[src/hw/rtl/assert_macros.svh]
// ----------------------------------------------------------------------------
// Assertion macros
// Shared concurrent assertion forms, clocked by aclk, quiet during reset.
// ----------------------------------------------------------------------------
`ifndef ASSERT_MACROS_SVH
`define ASSERT_MACROS_SVH

// Implication in the same cycle.
`define AST_IMP(lbl, ante, cons, msg) \
    lbl: assert property (@(posedge aclk) disable iff (!aresetn) (ante) |-> (cons)) \
        else $error(msg);

// Implication in the next cycle.
`define AST_NEXT(lbl, ante, cons, msg) \
    lbl: assert property (@(posedge aclk) disable iff (!aresetn) (ante) |=> (cons)) \
        else $error(msg);

`endif

[src/hw/rtl/msposd_pkg.sv]
// ----------------------------------------------------------------------------
// MSP OSD parser package
// Types, byte codes and defaults shared by the parser modules.
// ----------------------------------------------------------------------------
`default_nettype none

package msposd_pkg;

    localparam int SCREEN_CELLS_DEF = 1536;
    localparam int MAX_COLUMNS      = 64;
    localparam int MAX_ROWS         = 24;
    localparam int PAYLOAD_DEPTH    = 256;
    localparam int PAY_AW           = $clog2(PAYLOAD_DEPTH);

    localparam logic [7:0] CH_DOLLAR       = 8'h24;
    localparam logic [7:0] CH_M            = 8'h4D;
    localparam logic [7:0] CH_LT           = 8'h3C;
    localparam logic [7:0] CH_GT           = 8'h3E;
    localparam logic [7:0] CMD_DISPLAYPORT = 8'd182;
    localparam logic [7:0] SUB_CLEAR       = 8'd2;
    localparam logic [7:0] SUB_STRING      = 8'd3;
    localparam logic [7:0] SUB_DRAW        = 8'd4;
    localparam logic [7:0] STR_MIN_LEN     = 8'd5;
    localparam logic [8:0] STR_FIRST_CHAR  = 9'd4;

    localparam logic [6:0] COLUMNS_RST = 7'd30;
    localparam logic [4:0] ROWS_RST    = 5'd16;
    localparam logic       FC_TYPE_RST = 1'b1;

    typedef enum logic [1:0] {
        CFG_COLUMNS = 2'd0,
        CFG_ROWS    = 2'd1,
        CFG_FC_TYPE = 2'd2
    } cfg_index_t;

    typedef enum logic [2:0] {
        P_IDLE, P_HDR, P_DIR, P_SIZE, P_CMD, P_DATA, P_CSUM
    } parse_state_t;

    typedef enum logic [3:0] {
        S_INIT, S_IDLE, S_EXEC, S_READ, S_CLEAR, S_COPY, S_COPY_TAIL,
        S_STR_BASE, S_STR_RD, S_STR_WR, S_RESULT
    } ctrl_state_t;

    typedef enum logic [2:0] {
        ACT_NONE, ACT_READ, ACT_CLEAR, ACT_COPY, ACT_STRING
    } action_t;

    typedef struct packed {
        logic accept;
        logic exec;
        logic init_sweep;
        logic clear_sweep;
        logic copy_sweep;
        logic read_cap;
        logic str_setup;
        logic str_read;
        logic str_write;
        logic emit;
    } ctrl_cmd_t;

    typedef struct packed {
        action_t act;
        logic    sweep_last;
        logic    str_end;
        logic    out_free;
        logic    in_valid;
    } dp_status_t;

endpackage

`default_nettype wire

[src/hw/rtl/msposd_ctrl.sv]
// ----------------------------------------------------------------------------
// MSP OSD parser controller
// Sequences item intake, frame actions, screen sweeps and result hand-off.
// ----------------------------------------------------------------------------
`default_nettype none

module msposd_ctrl
    import msposd_pkg::*;
(
    input  wire logic       aclk,
    input  wire logic       aresetn,
    input  wire dp_status_t status,
    output ctrl_cmd_t       cmd,
    output logic            s_tready
);

    ctrl_state_t state_reg, state_next;

    always_ff @(posedge aclk) begin
        if (!aresetn) begin
            state_reg <= S_INIT;
        end else begin
            state_reg <= state_next;
        end
    end

    always_comb begin
        state_next = state_reg;
        case (state_reg)
            S_INIT:      if (status.sweep_last) state_next = S_IDLE;
            S_IDLE:      if (status.in_valid) state_next = S_EXEC;
            S_EXEC: begin
                case (status.act)
                    ACT_READ:   state_next = S_READ;
                    ACT_CLEAR:  state_next = S_CLEAR;
                    ACT_COPY:   state_next = S_COPY;
                    ACT_STRING: state_next = S_STR_BASE;
                    default:    state_next = S_RESULT;
                endcase
            end
            S_READ:      state_next = S_RESULT;
            S_CLEAR:     if (status.sweep_last) state_next = S_RESULT;
            S_COPY:      if (status.sweep_last) state_next = S_COPY_TAIL;
            S_COPY_TAIL: state_next = S_RESULT;
            S_STR_BASE:  state_next = S_STR_RD;
            S_STR_RD:    state_next = S_STR_WR;
            S_STR_WR:    state_next = status.str_end ? S_RESULT : S_STR_RD;
            S_RESULT:    if (status.out_free) state_next = S_IDLE;
            default:     state_next = S_IDLE;
        endcase
    end

    always_comb begin
        cmd             = '0;
        s_tready        = (state_reg == S_IDLE);
        cmd.accept      = (state_reg == S_IDLE) && status.in_valid;
        cmd.exec        = (state_reg == S_EXEC);
        cmd.init_sweep  = (state_reg == S_INIT);
        cmd.clear_sweep = (state_reg == S_CLEAR);
        cmd.copy_sweep  = (state_reg == S_COPY);
        cmd.read_cap    = (state_reg == S_READ);
        cmd.str_setup   = (state_reg == S_STR_BASE);
        cmd.str_read    = (state_reg == S_STR_RD);
        cmd.str_write   = (state_reg == S_STR_WR);
        cmd.emit        = (state_reg == S_RESULT) && status.out_free;
    end

endmodule

`default_nettype wire

[config.mk]
export PLATFORM = sky130hd
export DESIGN_NAME = msposd_ctrl
export DESIGN_NICKNAME = d
export VERILOG_FILES = /design/src/hw/rtl/assert_macros.svh /design/src/hw/rtl/msposd_pkg.sv /design/src/hw/rtl/msposd_ctrl.sv
export SDC_FILE = /design/constraint.sdc
export NUM_CORES = 1
export LEC_CHECK = 0
export BUFFER_PORTS_ARGS = -buffer_cell sky130_fd_sc_hd__buf_2
export CAP_MARGIN = 20
export CORE_AREA = 5 5 42 44
export CTS_CLUSTER_DIAMETER = 100
export DETAILED_ROUTE_END_ITERATION = 6
export DIE_AREA = 0 0 47 49
export PLACE_DENSITY = 0.65
export RECOVER_POWER = 50
export SLEW_MARGIN = 20
export SYNTH_ARGS = -nofsm -noshare
export SYNTH_HDL_FRONTEND = slang
export SYNTH_SLANG_ARGS = --single-unit
[constraint.sdc]
create_clock -name aclk -period 1.4 [get_ports aclk]
set_input_delay 0.07 -clock aclk [delete_from_list [all_inputs] [get_ports aclk]]
set_output_delay 0.07 -clock aclk [all_outputs]
set_load 0.01 [all_outputs]
==> metrics.cfg <==
[critical_path]
crit_arrival_ns = 1.67
worstRegToRegCells = 5
end_kind = flop
worst-path-max-fanout = 4
start_kind = flop
slowest_stage = or4b_4
critical_path_class = flop to flop
crit_cells = 5
critical_path.cell_chain = or4b_4 -> a21oi_4 -> o21bai_4 -> o21ba_4 -> o21a_1
rr_endpoint = state_reg[3]$_SDFFE_PN0P_
crit_buf_inv = 0
r2r-start = state_reg[1]$_SDFFE_PN0P_
reg2reg_slack_ns = -0.15
critPathTopFamily = compound AO/OA/AOI/OAI gates
cpPeakStageDelay_ns = 0.52
critPathRequiredTime_ns = 1.53

[grt]
grt_use_total_pct = 11.25
grt_overflow = 0
grt_pass1_vias = 477
grt_first_pass_wirelength_um = 1973
antenna_found_initial = 0
grt_max_degree = 17

[logic_synthesis]
synth_flop_cell = dfxtp_1
syn_inst = 60
syn_area_um2 = 431.7
synth-edff-count = 0
synth_cell_types = 26
yosys_warnings = 0
avgSynthCellArea_um2 = 7.194
async_reset_ff_share_pct = 0
ys_seq_area_share_pct = 18.55
synth_seq_cells = 4
syn_nets = 69

[timing]
fmax_mhz = 645.6
tightest_slew_ns = 0.2933
fin_crit_sh_pct = 110.6
rsz0062_at_grt = yes
drv_slew = 0
setup_viol = 4
setup_ws_ns = -0.1489
skew_ns = 0.004704
slew_headroom_pct = 80.30
min_period_ns = 1.549
timing_hold_violations_final = 0

[run]
maxCapViolCount = 0

[power_and_ir_drop]
ir_drop_uv = 466.8
totalPowerFinal_uw = 481.2
power_density_mw_per_mm2 = 728.5
leakagePower_uw = 0.0002935

[finish]
fin_util_pct = 47.14
multi_input_area_um2 = 370.4
seq_area_um2 = 83.83
diodes = 0
largest_reg_flops = 4
layout.nets = 97
fillCellCount = 151
syn_to_final_growth_pct = 53.04
drive_gt1_share_pct = 46.51

[routing]
via_per_inst = 5.186
vias = 529
drc = 0
drtPass1Iterations = 4
drt_wl_total_um = 1213
ant_nets = 0
drtIter0Drc = 7
wl_per_cell_um = 11.89

[min_path]
min_path_type = input pin to flop
min_from = aresetn
holdPathEnd = state_reg[3]$_SDFFE_PN0P_
min_delay_path_depth = 2

[status]
violations = setup timing
status = complete, but fails checks

[die]
rows = 14
die_h_um = 49
ios = 20
dieArea_mm2 = 0.002303
initial_core_util_pct = 30.80
core_region_area_mm2 = 0.001401
chipWidth_um = 47

[placed_design]
port_buffers = 19
gp_congestion = 0.8178
dpl.hpwl_um = 948.6

[clock_tree]
clock_path_buffers = 2
clk_latency_ns = 0.23
root_buffer = clkbuf_4
cts_hold_buf = 0
cts-buffers-inserted = 3
htreeDepth = 1
cts_tree = yes
numClockSinks = 4
clkTransAtPathRegs_ns = 0.04

[power by group]
part / switching (uW) / internal [uW]
Clock: 46.1 / 95.8
Sequential: 5.03 / 123
Combinational: 103 / 108
Total: 155 / 327
[cell usage in the layout (no fill, tap or decap), types with 2 or more instances in the layout]
| cell type | n |
|---|---|
| and2_1 | 2 |
| a21oi_1 | 5 |
| clkbuf_1 | 2 |
| nor3_2 | 2 |
| nand2b_1 | 7 |
| dfxtp_2 | 3 |
| nor2_1 | 7 |
| buf_4 | 6 |
| buf_2 | 17 |
| buf_6 | 2 |
| o21a_1 | 3 |
| nor3_1 | 7 |
| clkbuf_4 | 3 |
[final cells by class]
| type | instances | share of cell area [%] |
|---|---|---|
| Sequential cell | 4 | 12.69 |
| Multi-Input combinational cell | 51 | 56.06 |
| Clock buffer | 3 | 3.409 |
| Inverter | 1 | 0.5682 |
| Tap cell | 16 | 3.030 |
| Timing Repair Buffer | 27 | 24.24 |
[synthesized netlist by cell type (2+ instances only)]
library cell	count	area [um2]
buf_2	3	15.01
o21a_1	3	22.52
nand2b_1	8	50.05
nor2_1	8	30.03
a21oi_1	5	25.02
nor3_1	9	45.04
and2_1	2	12.51
dfxtp_1	4	80.08
[routing by layer]
layer / global-route usage (%) / up-vias / share of wire, %
met4: 5.530 / 0 / 0
met1: 14.44 / 246 / 46
met2: 17.19 / 7 / 51
li1: - / 276 / -
met5: 0 / - / 0
met3: 2.214 / 0 / 2.6
[how the worst max path moves through the flow]
| stage | endpoint | slack [ns] | from |
|---|---|---|---|
| 3_5_place_dp | state_reg[3]$_SDFFE_PN0P_ | -0.17 | state_reg[3]$_SDFFE_PN0P_ |
| 2_1_floorplan | state_reg[3]$_SDFFE_PN0P_ | -0.13 | state_reg[3]$_SDFFE_PN0P_ |
| 3_3_place_gp | state_reg[3]$_SDFFE_PN0P_ | -0.14 | state_reg[3]$_SDFFE_PN0P_ |
| 4_1_cts | state_reg[3]$_SDFFE_PN0P_ | -0.15 | state_reg[1]$_SDFFE_PN0P_ |
| 6_report | state_reg[3]$_SDFFE_PN0P_ | -0.15 | state_reg[1]$_SDFFE_PN0P_ |
| 5_1_grt | state_reg[3]$_SDFFE_PN0P_ | -0.21 | state_reg[1]$_SDFFE_PN0P_ |
[cells by family after synthesis]
family	synth area share (%)
and+or+nand+nor	41.16
AOI/OAI and AO/OA	32.47
buffers and inverters	5.215
DFF	18.55
muxes	2.609
[repair_timing]
action	in CTS	in global routing
setup buffers	1	0
setup endpoints to repair	7	12
gates resized for setup	1	8
hold endpoints to repair	0	0
pin swaps	2	1
[worst register-to-register path, delay by kind of cell, from the launching register on]
kind               cells  cell delay, ns
DFF                    1            0.31
and+or+nand+nor        1            0.52
AOI/OAI and AO/OA      4            0.61
[through the flow]
step | instance area, um2 | cells | TNS (ns) | hold WS (ns) | setup WS, ns
floorplan | 441.7 | 60 | -0.1725 | 0.1874 | -0.1262
global placement | 590.6 | 98 | -0.2484 | 0.3170 | -0.1385
detailed placement | 590.6 | 98 | -0.3244 | 0.3208 | -0.1653
CTS | 621.8 | 102 | -0.4538 | 0.07447 | -0.1519
global route | 660.6 | 102 | -0.6856 | 0.08836 | -0.2119
finish | 660.6 | 102 | -0.3601 | 0.08101 | -0.1489
Power figures use the tool's default switching activity.
